--- config.mk ---
export PLATFORM = sky130hd
export DESIGN_NAME = noise_level_threshold_notifier
export DESIGN_NICKNAME = d
export VERILOG_FILES = /design/src/rtl/nltn_pkg.sv /design/src/rtl/nltn_tbl_ram.sv /design/src/rtl/nltn_ctrl.sv /design/src/rtl/noise_level_threshold_notifier.sv
export SDC_FILE = /design/constraint.sdc
export NUM_CORES = 1
export LEC_CHECK = 0
export BUFFER_PORTS_ARGS = -buffer_cell sky130_fd_sc_hd__buf_2
export CORE_MARGIN = 2
export CORE_UTILIZATION = 40
export CTS_CLUSTER_SIZE = 8
export DETAILED_ROUTE_END_ITERATION = 10
export GPL_TIMING_DRIVEN = 0
export SLEW_MARGIN = 20
export SYNTH_ARGS = -nofsm -noshare
export SYNTH_HDL_FRONTEND = slang
export SYNTH_SLANG_ARGS = --single-unit
--- constraint.sdc ---
create_clock -name clk -period 16.25 [get_ports clk]
set_clock_uncertainty 0.05 [all_clocks]
set_input_delay 2.4375 -clock clk [delete_from_list [all_inputs] [get_ports clk]]
set_output_delay 2.4375 -clock clk [all_outputs]
set_load 0.02 [all_outputs]
--- src/rtl/nltn_pkg.sv ---
`default_nettype none
package nltn_pkg;

  localparam logic       OP_FRAME     = 1'b0;
  localparam logic       OP_WRITE     = 1'b1;

  localparam logic [1:0] STAT_VALID   = 2'd0;
  localparam logic [1:0] STAT_NODATA  = 2'd1;

  localparam logic [1:0] REG_ENABLE   = 2'd0;
  localparam logic [1:0] REG_COUNT    = 2'd1;
  localparam logic [1:0] REG_HOLD     = 2'd2;
  localparam logic [1:0] REG_PERIOD   = 2'd3;

  localparam int         EN_CROSS     = 0;
  localparam int         EN_PERIOD    = 1;

  localparam int         RSN_CROSS    = 0;
  localparam int         RSN_PERIOD   = 1;
  localparam int         RSN_INITIAL  = 2;

  typedef struct packed {
    logic [1:0]  notify_enable;
    logic [4:0]  threshold_count;
    logic [15:0] threshold_hold_frames;
    logic [15:0] period_frames;
  } cfg_t;

  typedef struct packed {
    logic [15:0] noise_level_mba;
    logic [15:0] crossed_level_mba;
    logic [2:0]  reason_mask;
  } res_t;

  typedef enum logic [2:0] {
    ST_IDLE,
    ST_CMP,
    ST_UP,
    ST_DOWN,
    ST_NOTIFY
  } st_t;

endpackage
`default_nettype wire

--- src/rtl/nltn_tbl_ram.sv ---
`default_nettype none
module nltn_tbl_ram #(
  parameter int DEPTH = 16,
  parameter int AW    = 4
) (
  input  wire logic          clk,
  input  wire logic          we,
  input  wire logic [AW-1:0] waddr,
  input  wire logic [31:0]   wdata,
  input  wire logic          re,
  input  wire logic [AW-1:0] raddr,
  output logic      [31:0]   rdata
);

  // Each entry holds the threshold in the upper half and the hysteresis below it.
  logic [31:0] mem [DEPTH];

  always_ff @(posedge clk) begin
    if (we) begin
      mem[waddr] <= wdata;
    end
  end

  always_ff @(posedge clk) begin
    if (re) begin
      rdata <= mem[raddr];
    end
  end

endmodule
`default_nettype wire

--- src/rtl/nltn_ctrl.sv ---
`default_nettype none
module nltn_ctrl
  import nltn_pkg::*;
#(
  parameter int MAX_THRESHOLDS = 16,
  parameter int DBA_TO_MBA     = 1000,
  parameter int IW             = 4
) (
  input  wire logic          clk,
  input  wire logic          rst_n,
  input  wire cfg_t          cfg,
  input  wire logic          in_valid,
  output logic               in_stall,
  input  wire logic          in_opcode,
  input  wire logic [1:0]    in_frame_status,
  input  wire logic [7:0]    in_min_level_dba,
  input  wire logic [3:0]    in_entry_index,
  input  wire logic [15:0]   in_entry_threshold_mba,
  input  wire logic [15:0]   in_entry_hysteresis_mba,
  output logic               mem_we,
  output logic [IW-1:0]      mem_waddr,
  output logic [31:0]        mem_wdata,
  output logic               mem_re,
  output logic [IW-1:0]      mem_raddr,
  input  wire logic [31:0]   mem_rdata,
  output logic               res_valid,
  input  wire logic          res_ready,
  output res_t               res
);

  localparam int CW  = $clog2(MAX_THRESHOLDS + 1);
  localparam int NW  = (CW > 5) ? CW : 5;
  localparam int WW  = NW + 1;
  localparam int MW  = (DBA_TO_MBA > 1) ? $clog2(DBA_TO_MBA + 1) : 1;
  localparam int PW0 = 8 + MW;
  localparam int XW  = (PW0 > 17) ? PW0 : 17;

  st_t                state_r, state_nxt;
  logic signed [WW-1:0] wi_r, wi_nxt;
  logic [IW-1:0]      cur_r, cur_nxt;
  logic [CW-1:0]      upper_r, upper_nxt;
  logic signed [IW:0] lower_r, lower_nxt;
  logic               cross_r, cross_nxt;
  logic               init_r, init_nxt;
  logic [15:0]        hold_r, hold_nxt;
  logic [15:0]        period_r, period_nxt;
  logic [15:0]        level_r, level_nxt;
  logic [15:0]        cur_thr_r, cur_thr_nxt;

  logic               accept;
  logic [XW-1:0]      prod;
  logic [15:0]        scaled;
  logic [NW-1:0]      cnt_x;
  logic signed [WW-1:0] n_s;
  logic [15:0]        rd_thr, rd_hys;
  logic [16:0]        up_sum;
  logic [15:0]        up_edge, dn_edge;
  logic signed [WW-1:0] wi_inc, wi_dec, up_start, dn_start;
  logic [15:0]        hold_inc, period_inc;
  logic [2:0]         reason;
  logic [15:0]        crossed;
  logic               hold_clr, period_clr, cross_fire;

  assign accept   = in_valid && !in_stall;
  assign in_stall = (state_r != ST_IDLE);

  assign prod   = XW'(in_min_level_dba) * XW'(DBA_TO_MBA);
  assign scaled = (prod > XW'(17'h0FFFF)) ? 16'hFFFF : prod[15:0];

  assign cnt_x = NW'(cfg.threshold_count);
  assign n_s   = (cnt_x > NW'(MAX_THRESHOLDS)) ? $signed({1'b0, NW'(MAX_THRESHOLDS)})
                                                : $signed({1'b0, cnt_x});

  assign rd_thr  = mem_rdata[31:16];
  assign rd_hys  = mem_rdata[15:0];
  assign up_sum  = {1'b0, rd_thr} + {1'b0, rd_hys};
  assign up_edge = up_sum[16] ? 16'hFFFF : up_sum[15:0];
  assign dn_edge = (rd_thr > rd_hys) ? (rd_thr - rd_hys) : 16'd0;

  assign wi_inc   = wi_r + WW'(1);
  assign wi_dec   = wi_r - WW'(1);
  assign up_start = $signed({1'b0, NW'(upper_r)});
  assign dn_start = WW'(lower_r);

  assign hold_inc   = (hold_r != 16'hFFFF) ? hold_r + 16'd1 : hold_r;
  assign period_inc = (period_r != 16'hFFFF) ? period_r + 16'd1 : period_r;

  // Notice decision for the frame that has finished its table walk.
  always_comb begin
    reason     = '0;
    crossed    = '0;
    cross_fire = 1'b0;
    hold_clr   = 1'b0;
    period_clr = 1'b0;
    if (cfg.notify_enable[EN_CROSS]) begin
      if (hold_inc >= cfg.threshold_hold_frames && cross_r) begin
        cross_fire          = 1'b1;
        hold_clr            = 1'b1;
        crossed             = cur_thr_r;
        reason[RSN_CROSS]   = 1'b1;
      end
    end
    if (cfg.notify_enable[EN_PERIOD]) begin
      if (period_inc >= cfg.period_frames) begin
        period_clr          = 1'b1;
        reason[RSN_PERIOD]  = 1'b1;
      end
    end
    if (init_r) begin
      crossed             = cur_thr_r;
      reason[RSN_INITIAL] = 1'b1;
    end
  end

  always_comb begin
    state_nxt   = state_r;
    wi_nxt      = wi_r;
    cur_nxt     = cur_r;
    upper_nxt   = upper_r;
    lower_nxt   = lower_r;
    cross_nxt   = cross_r;
    init_nxt    = init_r;
    hold_nxt    = hold_r;
    period_nxt  = period_r;
    level_nxt   = level_r;
    cur_thr_nxt = cur_thr_r;
    mem_we      = 1'b0;
    mem_waddr   = IW'(in_entry_index);
    mem_wdata   = {in_entry_threshold_mba, in_entry_hysteresis_mba};
    mem_re      = 1'b0;
    mem_raddr   = cur_r;
    res_valid   = 1'b0;
    res.noise_level_mba   = level_r;
    res.crossed_level_mba = crossed;
    res.reason_mask       = reason;

    unique case (state_r)
      ST_IDLE: begin
        if (accept) begin
          if (in_opcode == OP_WRITE) begin
            mem_we = (32'(in_entry_index) < MAX_THRESHOLDS);
          end else if (in_frame_status == STAT_NODATA) begin
            init_nxt = 1'b1;
          end else if (in_frame_status == STAT_VALID) begin
            level_nxt = scaled;
            mem_re    = 1'b1;
            mem_raddr = cur_r;
            state_nxt = ST_CMP;
          end
        end
      end

      ST_CMP: begin
        cur_thr_nxt = rd_thr;
        state_nxt   = ST_NOTIFY;
        if (cfg.notify_enable[EN_CROSS]) begin
          if (level_r > rd_thr) begin
            if (up_start < n_s) begin
              wi_nxt    = up_start;
              mem_re    = 1'b1;
              mem_raddr = up_start[IW-1:0];
              state_nxt = ST_UP;
            end
          end else if (level_r < rd_thr) begin
            if (dn_start >= 0) begin
              wi_nxt    = dn_start;
              mem_re    = 1'b1;
              mem_raddr = dn_start[IW-1:0];
              state_nxt = ST_DOWN;
            end
          end
        end
      end

      ST_UP: begin
        state_nxt = ST_NOTIFY;
        if (level_r >= up_edge) begin
          cur_nxt     = wi_r[IW-1:0];
          upper_nxt   = wi_inc[CW-1:0];
          lower_nxt   = wi_r[IW:0];
          cross_nxt   = 1'b1;
          cur_thr_nxt = rd_thr;
          if (wi_inc < n_s) begin
            wi_nxt    = wi_inc;
            mem_re    = 1'b1;
            mem_raddr = wi_inc[IW-1:0];
            state_nxt = ST_UP;
          end
        end
      end

      ST_DOWN: begin
        state_nxt = ST_NOTIFY;
        if (level_r <= dn_edge) begin
          cur_nxt     = wi_r[IW-1:0];
          upper_nxt   = wi_r[CW-1:0];
          lower_nxt   = wi_dec[IW:0];
          cross_nxt   = 1'b1;
          cur_thr_nxt = rd_thr;
          if (wi_dec >= 0) begin
            wi_nxt    = wi_dec;
            mem_re    = 1'b1;
            mem_raddr = wi_dec[IW-1:0];
            state_nxt = ST_DOWN;
          end
        end
      end

      ST_NOTIFY: begin
        res_valid = (reason != 3'd0);
        // Counters and pending flags move only once the notice can leave.
        if (reason == 3'd0 || res_ready) begin
          if (cfg.notify_enable[EN_CROSS]) begin
            hold_nxt = hold_clr ? 16'd0 : hold_inc;
          end
          if (cfg.notify_enable[EN_PERIOD]) begin
            period_nxt = period_clr ? 16'd0 : period_inc;
          end
          if (cross_fire) begin
            cross_nxt = 1'b0;
          end
          init_nxt  = 1'b0;
          state_nxt = ST_IDLE;
        end
      end

      default: begin
        state_nxt = ST_IDLE;
      end
    endcase
  end

  always_ff @(posedge clk) begin
    if (!rst_n) begin
      state_r  <= ST_IDLE;
      cur_r    <= '0;
      upper_r  <= '0;
      lower_r  <= '0;
      cross_r  <= 1'b0;
      init_r   <= 1'b0;
      hold_r   <= '0;
      period_r <= '0;
    end else begin
      state_r  <= state_nxt;
      cur_r    <= cur_nxt;
      upper_r  <= upper_nxt;
      lower_r  <= lower_nxt;
      cross_r  <= cross_nxt;
      init_r   <= init_nxt;
      hold_r   <= hold_nxt;
      period_r <= period_nxt;
    end
  end

  always_ff @(posedge clk) begin
    wi_r      <= wi_nxt;
    level_r   <= level_nxt;
    cur_thr_r <= cur_thr_nxt;
  end

endmodule
`default_nettype wire

--- src/rtl/noise_level_threshold_notifier.sv ---
// Channel  Direction  Handshake         Payload
// in_      input      in_valid/stall    opcode, status, level, table entry
// out_     output     out_valid/stall   level, crossed threshold, reason mask
// cfg_     input      cfg_we            cfg_index, cfg_data
//
// A table write, a no-data frame or a failed frame does not stall the input.
// A valid frame stalls it while at most MAX_THRESHOLDS table entries are walked
// and its notice, if any, is handed on; the table memory's read port visits one
// entry per cycle. Synchronous active-low reset clears control state; the
// table contents are not cleared. A notice waits in the output register, and
// the next frame may be taken meanwhile; a second notice waits until it leaves.
`default_nettype none
module noise_level_threshold_notifier
  import nltn_pkg::*;
#(
  parameter int MAX_THRESHOLDS = 16,
  parameter int DBA_TO_MBA     = 1000
) (
  input  wire logic        clk,
  input  wire logic        rst_n,
  input  wire logic        in_valid,
  output logic             in_stall,
  input  wire logic        in_opcode,
  input  wire logic [1:0]  in_frame_status,
  input  wire logic [7:0]  in_min_level_dba,
  input  wire logic [3:0]  in_entry_index,
  input  wire logic [15:0] in_entry_threshold_mba,
  input  wire logic [15:0] in_entry_hysteresis_mba,
  output logic             out_valid,
  input  wire logic        out_stall,
  output logic [15:0]      out_noise_level_mba,
  output logic [15:0]      out_crossed_level_mba,
  output logic [2:0]       out_reason_mask,
  input  wire logic        cfg_we,
  input  wire logic [1:0]  cfg_index,
  input  wire logic [15:0] cfg_data
);

  localparam int IW = (MAX_THRESHOLDS > 1) ? $clog2(MAX_THRESHOLDS) : 1;

  cfg_t          cfg_r;
  logic          mem_we, mem_re;
  logic [IW-1:0] mem_waddr, mem_raddr;
  logic [31:0]   mem_wdata, mem_rdata;
  logic          res_valid, res_ready;
  res_t          res;
  logic          out_valid_r;
  res_t          out_r;

  always_ff @(posedge clk) begin
    if (!rst_n) begin
      cfg_r <= '0;
    end else if (cfg_we) begin
      unique case (cfg_index)
        REG_ENABLE: cfg_r.notify_enable         <= cfg_data[1:0];
        REG_COUNT:  cfg_r.threshold_count       <= cfg_data[4:0];
        REG_HOLD:   cfg_r.threshold_hold_frames <= cfg_data;
        REG_PERIOD: cfg_r.period_frames         <= cfg_data;
        default:    cfg_r                       <= cfg_r;
      endcase
    end
  end

  nltn_tbl_ram #(
    .DEPTH (MAX_THRESHOLDS),
    .AW    (IW)
  ) u_ram (
    .clk   (clk),
    .we    (mem_we),
    .waddr (mem_waddr),
    .wdata (mem_wdata),
    .re    (mem_re),
    .raddr (mem_raddr),
    .rdata (mem_rdata)
  );

  nltn_ctrl #(
    .MAX_THRESHOLDS (MAX_THRESHOLDS),
    .DBA_TO_MBA     (DBA_TO_MBA),
    .IW             (IW)
  ) u_ctrl (
    .clk                     (clk),
    .rst_n                   (rst_n),
    .cfg                     (cfg_r),
    .in_valid                (in_valid),
    .in_stall                (in_stall),
    .in_opcode               (in_opcode),
    .in_frame_status         (in_frame_status),
    .in_min_level_dba        (in_min_level_dba),
    .in_entry_index          (in_entry_index),
    .in_entry_threshold_mba  (in_entry_threshold_mba),
    .in_entry_hysteresis_mba (in_entry_hysteresis_mba),
    .mem_we                  (mem_we),
    .mem_waddr               (mem_waddr),
    .mem_wdata               (mem_wdata),
    .mem_re                  (mem_re),
    .mem_raddr               (mem_raddr),
    .mem_rdata               (mem_rdata),
    .res_valid               (res_valid),
    .res_ready               (res_ready),
    .res                     (res)
  );

  assign res_ready = !out_valid_r || !out_stall;

  always_ff @(posedge clk) begin
    if (!rst_n) begin
      out_valid_r <= 1'b0;
    end else if (res_ready) begin
      out_valid_r <= res_valid;
    end
  end

  always_ff @(posedge clk) begin
    if (res_ready && res_valid) begin
      out_r <= res;
    end
  end

  assign out_valid             = out_valid_r;
  assign out_noise_level_mba   = out_r.noise_level_mba;
  assign out_crossed_level_mba = out_r.crossed_level_mba;
  assign out_reason_mask       = out_r.reason_mask;

`ifndef SYNTHESIS
  // A table write completes in the cycle it is taken.
  a_write_one_cycle: assert property (@(posedge clk) disable iff (!rst_n)
    (in_valid && !in_stall && in_opcode == OP_WRITE) |=> !in_stall)
    else $error("table write did not return to idle");

  // A valid frame always goes through the table read.
  a_frame_busy: assert property (@(posedge clk) disable iff (!rst_n)
    (in_valid && !in_stall && in_opcode == OP_FRAME && in_frame_status == STAT_VALID)
    |=> in_stall)
    else $error("valid frame did not start a table read");

  // A notice handed to the output register shows up with a reason.
  a_notice_lands: assert property (@(posedge clk) disable iff (!rst_n)
    (res_valid && res_ready) |=> (out_valid && out_reason_mask != 3'd0))
    else $error("notice lost on its way to the output");
`endif

endmodule
`default_nettype wire
Word level (Yosys, flattened, before mapping)
Memories as Yosys holds them, arrays and structs flattened. A register that Yosys moved wholly into a read port is not among the register bits.
Index checks and enable logic that the tools add are counted.
Storage, ports and cells
  register bits after elaboration: 164
  bits of input ports: 70
  memories: 1
  output and inout port bits: 37
  memory bits (writable): 512
  logic and storage cells: 192
Memories
  u_ram.mem: words 16, width 32, read ports 1, clocked after memory_dff 1, wr ports 1, line nltn_tbl_ram.sv:16  | logic [31:0] mem [DEPTH];
Cells by class
  $add $sub $neg: 6
  multiply operators: 1
  order comparisons: 13
  reductions and logical operators: 31
  muxes and demuxes: 93
  equality and inequality tests: 25
  bitwise gates (word level): 2
Operator list (number)
  2-to-1 mux 16 bit: 11
  2-to-1 mux 6 bit: 9
  >= comparator 16 bit: 3
  case mux 16 bit (3 select lines): 1
  2-to-1 mux 3 bit: 15
  2-to-1 mux 4 bit: 11
  adder 16 x 1 -> 16 bit (second input constant): 2
  greater-than comparator 16 bit: 2
  2-to-1 mux 1 bit: 32
  inequality test 16 bit (second input constant): 2
  2-to-1 mux 5 bit: 5
  case mux 5 bit (2 select lines): 2
  AND reduction 5 bit: 4
  greater-than comparator 18 x 16 -> 1 bit (second input constant): 1
  inequality test 2 x 1 -> 1 bit (second input constant): 9
  case mux 6 bit (3 select lines): 1
  adder 16 x 16 -> 17 bit: 1
  less-or-equal comparator 16 bit: 1
  less-than comparator 16 bit: 1
  subtractor 16 bit: 1
  multiplier 8 x 7 -> 15 bit (second input constant): 1
  case mux 3 bit (5 select lines): 1
  less-than comparator 6 bit: 2
  case mux 4 bit (3 select lines): 1
  28 further kinds: 52

Depth between registers and ports, before layout
Gate-level depths: netlist of run 1.
  depth after elaboration: 10
  depth in mapped cells: 29
  depth with buffers taken out: 25

Modules after synthesis
Synthesis of run 1 repeated with hierarchy kept, for this count alone.
Unflattened totals
  cells, all modules: 2278
  area, all modules: 33148.0 sq um
By module, submodules not included
  nltn_tbl_ram: area each 20155.6 sq um, seq. area each 16335.7 sq um, cells each 838, times used 1
  nltn_ctrl: area each 10432.5 sq um, seq. area each 2102.0 sq um, cells each 1254, times used 1
  noise_level_threshold_notifier: area each 2560.0 sq um, seq. area each 1851.8 sq um, cells each 186, times used 1

Least setup slack after synthesis of run 1
OpenSTA, ideal clock, no wires.
  path type: in2reg
  from: in in_min_level_dba[0]
  to: reg u_ctrl.level_r[5] (data pin)
  library setup time: 278 ps
  buffers on the path: 1
  stages on the path: 17
  setup slack: 9117 ps
  arrival time: 6805 ps
  required time: 15922 ps
  path through: fa_1 -> fa_1 -> inv_1 -> fa_1 -> inv_1 -> fa_1 -> ha_1 -> a21oi_1 -> o21bai_1 -> a21oi_1 -> o21bai_1 -> a21oi_1 -> o21ai_0 -> or2_2 -> a211oi_1 -> clkbuf_1 -> o211ai_1
Between the ends
  longest elaborated chain between the ends: 2
RTL lines
  from (decl): line noise_level_threshold_notifier.sv:25  | input wire logic [7:0] in_min_level_dba,
  multiplier 8 x 7 -> 15 bit (*): line nltn_ctrl.sv:67  | assign prod = XW'(in_min_level_dba) * XW'(DBA_TO_MBA);
  greater-than comparator 18 x 16 -> 1 bit: line nltn_ctrl.sv:68  | assign scaled = (prod > XW'(17'h0FFFF)) ? 16'hFFFF : prod[15:0];
  to (signal assigned): line nltn_ctrl.sv:257  | level_r <= level_nxt;
  to (decl): line nltn_ctrl.sv:47  | logic [15:0] level_r, level_nxt;
Mark *: on every way between the ends. The rest lies on a longest branch, timed or not.
A chain may end at the register's enable or synchronous reset.

Worst setup path in the final report of run 1
  from: reg u_ram.rdata[18], read port of u_ram.mem
  to: reg u_ram.rdata[8], read port of u_ram.mem (data pin)
Between the ends
  longest elaborated chain between the ends: 5
  elaborated cells on any way between the ends: 21
  classes of those cells: add/sub (2); order compare (5); mux (14)
RTL lines
  from (decl): line nltn_tbl_ram.sv:12  | output logic [31:0] rdata
  subtractor 16 bit (tied with other cells): line nltn_ctrl.sv:78  | assign dn_edge = (rd_thr > rd_hys) ? (rd_thr - rd_hys) : 16'd0;
  2-to-1 mux 16 bit (tied with other cells): line nltn_ctrl.sv:78
  less-or-equal comparator 16 bit (tied with other cells): line nltn_ctrl.sv:194  | if (level_r <= dn_edge) begin
  2-to-1 mux 1 bit (tied with other cells): line nltn_ctrl.sv:194
  case mux 1 bit (4 select lines) or case mux 4 bit (3 select lines) (tied branches): line nltn_ctrl.sv:137  | unique case (state_r)
Several ways; a longest one is shown, not always the timed one.

==> reports/results.ini, run 1 <==
[cts]
clock-root-buffer=clkbuf_16
cts.reportedPaths.clkPinSlew_ns=0.05
cts_repair_resize_count=0
clk-insertion-delay-late_ns=0.65
cts_sinks=704
cts-buffers-inserted=99
maximum_root_to_sink_buffer_count=3
cts_hold_buf=0
cts_htree_levels=3
cts_setup_buffers=0
cts_tree=done

[yosys]
yosys.cell_types.count=77
ys.flop_type=edfxtp_1
syn-cell-area_um2=33600
syn_area_per_cell_um2=12.3
synth-compound-area-share=0.127
synth_simple_gate_area_share=0.118
mappedNetlistNets=2981
muxShareOfSynthArea=0.0254
synth_xor_area_frac=0.0154
largest_family_of_logic_cells_by_synthesized_area=compound AO/OA/AOI/OAI gates
sequential_area_share_after_synthesis=0.603
synth_fa_ha_area_frac=0.0747
synth-async-reset-ratio=0
yosys_warnings=0
postSynthCellCount=2725
synth_edf_count=613
seq_cells_post_synth=704

[cells_and_area]
final_area_um2=38800
drive_above_1_share=0.108
nNetsFinal=3221
insertedDiodeCount=0
areaGrowthSynthToFinish_pct=15.7

[sta]
final_hold_viol_count=0
worst_slew_pin_slew_ns=0.928
slew_headroom=0.381
period_needed_ns=8.85
finalHoldWorstSlack_ns=0.404
max_freq_mhz=113
timing.final.crit_share=0.545
drv_slew=0
rsz_0062_raised_after_global_routing=no
setup_viol_count_final=0
fin_setup_tns_ns=0

[detailed_routing]
detail_route.iter0.violations=2044
remaining_drc_errors=0
detail_route.vias_per_cell=5.78
residual_antenna_violating_net_count_after_detailed_routing=0
routed_wirelength_mm=94.6
routed_vias=23465
routedWlPerCell_um=23.3
drtPass1Iterations=5

[status]
status=complete, no violations

[floorplan]
initial_utilization=0.402
core-area_um2=83400
fp.dieArea_um2=86200
core.rowCount=106
die_w_um=294
die_height_um=294
ios=107

[critical_path]
regToRegSetupSlack_ns=7.40
setup.worst_path.class=reg2reg
crit_fanout=10
cp.arrival_ns=9.15
rr_worst_depth=25
end_kind=flop
timing.critical_path.from_type=flop
critPathRequiredTime_ns=16.55

[global_routing]
grt_first_pass_wirelength_mm=142
globalRouteTotalUtil=0.218
grt.overflow.total=0
antenna_found_initial=7
grt_pass1_vias=23416
pin_count_of_the_biggest_net_entering_global_routing=33

[placement]
gp_routability_congestion=0.881
placement.cell_area_um2=36100
portBuffers=105
detailed_place_hpwl_mm=67.7

[pwr]
pwr_density_cell_nw_per_um2=108
totalPowerFinal_w=0.00420
peakVddDrop_mv=0.0777
power_leakage_nw=13.4

[hold_path]
worstHoldPathCells=2
hp-class=reg2reg

[job]
max_cap_viol_count=0

## final timing paths
kind | from | endpoint
max | u_ram.rdata[18] | u_ram.rdata[8]
min | cfg_r[20] | cfg_r[20]
max reg2reg | u_ram.rdata[18] | u_ram.rdata[8]
min reg2reg | cfg_r[20] | cfg_r[20]
## cell type report
type / count / area, µm²
plain buffers: 154 / 657
clock buffers: 110 / 2570
clock inverters: 8 / 148
fillers: 7423 / 44600
inverters: 154 / 578
multi-input cells: 1713 / 12200
flip-flops and latches: 704 / 20200
well taps: 1080 / 1350
repair buffers: 139 / 1050
## registers in the layout, summed over array words and instances, names as in the netlist, 3 cells and up
signal	flops
out_crossed_level_mba	16
u_ctrl.hold_r	16
u_ram.mem	512
u_ctrl.wi_r	6
u_ctrl.cur_r	4
u_ctrl.upper_r	5
out_noise_level_mba	14
u_ram.rdata	32
u_ctrl.period_r	16
out_reason_mask	3
u_ctrl.cur_thr_r	16
u_ctrl.level_r	14
u_ctrl.lower_r	5
u_ctrl.state_r	3
cfg_r	39
## through the flow
stage                     instances  utilization  setup WS [ns]
after detailed placement       3944        0.433           7.62
after global routing           4062        0.465           7.03
after CTS                      4062        0.465           7.49
after global placement         3910        0.425           7.61
after floorplan                2725            -           9.12
final                          4062        0.465           7.40
## kinds of logic (layout without fill, tap and decap cells)
kind of cell             Yosys count  in the layout
adder cells (fa/ha/maj)          186            186
multiplexers                      85             85
XOR/XNOR                          59             59
AND/OR/NAND/NOR                  788            788
AO/OA/AOI/OAI                    595            595
buffers and inverters            308            565
flip-flops                       704            704
## cells in the final DEF (no fill, tap or decap), drive strengths merged, types with 20 or more instances in the layout
cell type / count
edfxtp: 613
nand2: 287
clkbuf: 222
buf: 181
ha: 162
inv: 156
and2: 139
a221oi: 127
nor2: 121
a21oi: 111
o21ai: 106
dfxtp: 91
mux2i: 84
a32oi: 62
xnor2: 43
nand3: 40
and4: 37
nor3: 32
o211ai: 30
nand4: 25
fa: 24
nor2b: 23
or3: 20
## power by group
part	internal, W	switching [W]
clock network	0.00112	0.000744
registers	0.00199	0.0000108
logic	0.000130	0.000204
## worst max-delay path, cell delays in order, from the launching register on
cell      delay (ns)
edfxtp_1        0.49
ha_1            0.32
clkbuf_1        0.28
o21bai_1        0.13
a21o_1          0.21
a21oi_1         0.15
nor2_1          0.07
or4_1           0.47
a31oi_1         0.27
o21ai_0         0.20
a311o_1         0.37
a221o_1         0.44
clkbuf_1        0.27
nor2_1          0.16
ha_1            0.26
a211oi_1        0.23
o21a_1          0.16
o21ai_0         0.14
a221oi_4        0.54
a211oi_1        0.14
nor3_2          0.46
nand3_1         0.51
nor3_1          0.81
clkbuf_1        0.76
a32oi_1         0.20
and4_1          0.41
## routing by layer
| metal | vias to the layer above | track usage | wire, µm |
|---|---|---|---|
| met5 | - | 0 | 78 |
| met3 | 196 | 0.0403 | 6440 |
| met2 | 902 | 0.355 | 44500 |
| met1 | 11633 | 0.289 | 40300 |
| li1 | 10722 | - | - |
| met4 | 12 | 0.0834 | 3270 |
## Yosys cell counts, drive strengths merged (18+ instances only)
cell | instances | share of area
mux2i | 84 | 0.025
a21o | 19 | 0.0043
or3 | 20 | 0.0037
clkbuf | 112 | 0.013
nand4 | 25 | 0.0047
and2 | 139 | 0.026
buf | 42 | 0.0070
nor2 | 121 | 0.014
nand2b | 18 | 0.0034
a221oi | 127 | 0.034
a211oi | 19 | 0.0043
nand2 | 287 | 0.032
o211ai | 30 | 0.0067
o21ai | 106 | 0.016
fa | 24 | 0.014
and4 | 37 | 0.0097
nor2b | 23 | 0.0043
xnor2 | 43 | 0.011
nand3 | 40 | 0.0060
edfxtp | 613 | 0.55
dfxtp | 91 | 0.054
ha | 162 | 0.060
and3 | 19 | 0.0035
nor3 | 32 | 0.0051
a21oi | 111 | 0.017
inv | 154 | 0.017
a32oi | 62 | 0.016
Power figures use the tool's default switching activity.
==> run 2, diff against run 1 <==
==> constraint.sdc (replaced) <==
create_clock -name clk -period 8.8 [get_ports clk]
set_clock_uncertainty 0.05 [all_clocks]
set_input_delay 1.32 -clock clk [delete_from_list [all_inputs] [get_ports clk]]
set_output_delay 1.32 -clock clk [all_outputs]
set_load 0.02 [all_outputs]
==> run 2 against run 1 <==
Effect of this change: highest routed layer unchanged; critical endpoint is now u_ram.rdata[26]; critical path depth unchanged; cell area is essentially flat; sequential cell count is the same; first-iteration DRC count shrank 3.0%; cell count barely moved; core utilization about the same; fmax rose by 5.8%; register-to-register slack worse by 7.0 ns; clock-buffer cell count is the same; largest cell class unchanged; sequential power increased by 85%.
==> reports/results.ini, run 2 (synthesis results as in run 1) <==
[critical_path]
worstReg2RegStart=u_ram.rdata[18]
timing.critical_path.from_type=flop
cp.arrival_ns=8.72
setup.worst_path.class=reg2reg
crit_path_end=u_ram.rdata[26]
crit_fanout=10
regToRegSetupSlack_ns=0.43
worstReg2RegEnd=u_ram.rdata[26]
worstSetupStartpoint=u_ram.rdata[18]
end_kind=flop
rr_worst_depth=25
critPathRequiredTime_ns=9.15

[sta]
fin_setup_tns_ns=0
max_freq_mhz=120
final_hold_viol_count=0
rsz_0062_raised_after_global_routing=no
drv_slew=0
period_needed_ns=8.37
worst_slew_pin_slew_ns=0.912
timing.final.crit_share=0.951
slew_headroom=0.392
setup_viol_count_final=0

[cells_and_area]
top_register=u_ram.mem
largest_register_ff_count=512
instances_no_fill=4063
combined_area_of_the_multi_input_logic_cells_um2=12200
nFillCells=7427
drive_above_1_share=0.110
layout.cells.most_common_list=613 x edfxtp_1, 287 x nand2_1, 162 x ha_1
reg_area_um2=20200
final_area_um2=38800
largestRegisters=u_ram.mem x512, cfg_r x39, u_ram.rdata x32
mostFrequentLayoutCell=edfxtp_1
nNetsFinal=3221
areaGrowthSynthToFinish_pct=15.7

[detailed_routing]
detail_route.vias_per_cell=5.75
remaining_drc_errors=0
drtPass1Iterations=6
routedWlPerCell_um=23.3
routed_wirelength_mm=94.5
routed_vias=23362
residual_antenna_violating_net_count_after_detailed_routing=0
detail_route.iter0.violations=1982

[global_routing]
grt.met2_usage=0.355
grt_busiest_layer=met2
globalRouteTotalUtil=0.218
pin_count_of_the_biggest_net_entering_global_routing=33
grt_pass1_vias=23416
antenna_found_initial=7
gr-usage-met3=0.0403
grt_first_pass_wirelength_mm=142
grt.overflow.total=0
grtUsageMet1=0.289

[placement]
gp_routability_congestion=0.881
placement.cell_area_um2=36100
placed_instances=3944
detailed_place_hpwl_mm=67.7
portBuffers=105

[pwr]
pwr_density_cell_nw_per_um2=200
power_leakage_nw=13.4
peakVddDrop_mv=0.143

[floorplan]
initial_utilization=0.402
die_w_um=294
die_height_um=294
ios=107
core-area_um2=83400
fp.dieArea_um2=86200
core.rowCount=106

[status]
status=complete, no violations

[cts]
cts_sinks=704
cts-buffers-inserted=99
cts_setup_buffers=0
clock-root-buffer=clkbuf_16
clk-insertion-delay-late_ns=0.65
cts_htree_levels=3
maximum_root_to_sink_buffer_count=3
cts_tree=done
cts.reportedPaths.clkPinSlew_ns=0.05

[job]
max_cap_viol_count=0

[hold_path]
hp-class=reg2reg

-- run 2: cell types whose count changed in the layout (fill, tap and decap cells not counted), sizes merged --
cell   change
diode      +1
-- run 2: what timing repair did --
action,CTS,global route
hold buffers,0,0
gates resized for setup,0,11
setup endpoints to repair,0,30
-- run 2: worst min path at each step --
stage	depth (start not counted)	to	from	slack (ns)
6_report	2	cfg_r[20]	cfg_r[20]	0.40
4_1_cts	2	cfg_r[29]	cfg_r[29]	0.40
2_1_floorplan	2	cfg_r[10]	cfg_r[10]	0.39
3_3_place_gp	2	cfg_r[20]	cfg_r[20]	0.40
5_1_grt	2	cfg_r[20]	cfg_r[20]	0.42
3_5_place_dp	2	cfg_r[29]	cfg_r[29]	0.40
-- run 2: final cells by class --
cell class	count	share of cell area
timing repair buffer	139	0.0271
sequential	704	0.521
multi-input combinational	1713	0.315
antenna	1	0.0000644
clock inverter	8	0.00380
clock buffer	110	0.0662
inverter	154	0.0149
tap	1080	0.0348
buffer	154	0.0170
-- run 2: per-layer routing --
metal,share of wire,up-vias,routed length (µm)
met5,0.00085,-,80
li1,-,10723,-
met2,0.47,866,44500
met3,0.067,197,6370
met1,0.43,11564,40300
met4,0.034,12,3250
-- run 2: worst max-delay path: stages (launching register included) --
cell and delay, ns:
edfxtp_1 0.50, ha_1 0.32, clkbuf_1 0.28, o21bai_1 0.13
a21o_1 0.21, a21oi_1 0.15, nor2_1 0.07, or4_1 0.47
a31oi_1 0.26, o21ai_0 0.20, a311o_1 0.36, a221o_1 0.44
clkbuf_1 0.27, nor2_1 0.16, ha_1 0.26, a211oi_1 0.23
o21a_1 0.16, o21ai_0 0.14, a221oi_4 0.54, a211oi_1 0.15
nor3_2 0.45, nand3_1 0.52, nor3_2 0.54, clkbuf_1 0.67
a32oi_1 0.27, and4_1 0.28
-- run 2: power by group --
| part | switching [W] | leakage, nW | internal (W) |
|---|---|---|---|
| clock | 0.00137 | 1.32 | 0.00206 |
| combinational | 0.000376 | 5.81 | 0.000239 |
| sequential | 0.0000199 | 6.28 | 0.00368 |
-- run 2: through the flow --
| step | total power [W] | worst slack, ns | utilization | hold WS, ns |
|---|---|---|---|---|
| final | 0.00775 | 0.435 | 0.465 | 0.404 |
| after global routing | 0.00802 | 0.0311 | 0.465 | 0.423 |
| after CTS | 0.00780 | 0.0415 | 0.465 | 0.405 |
| after detailed placement | 0.00438 | 0.171 | 0.433 | 0.397 |
| after global placement | 0.00436 | 0.156 | 0.425 | 0.399 |
| after floorplan | 0.00418 | 2.39 | - | 0.386 |
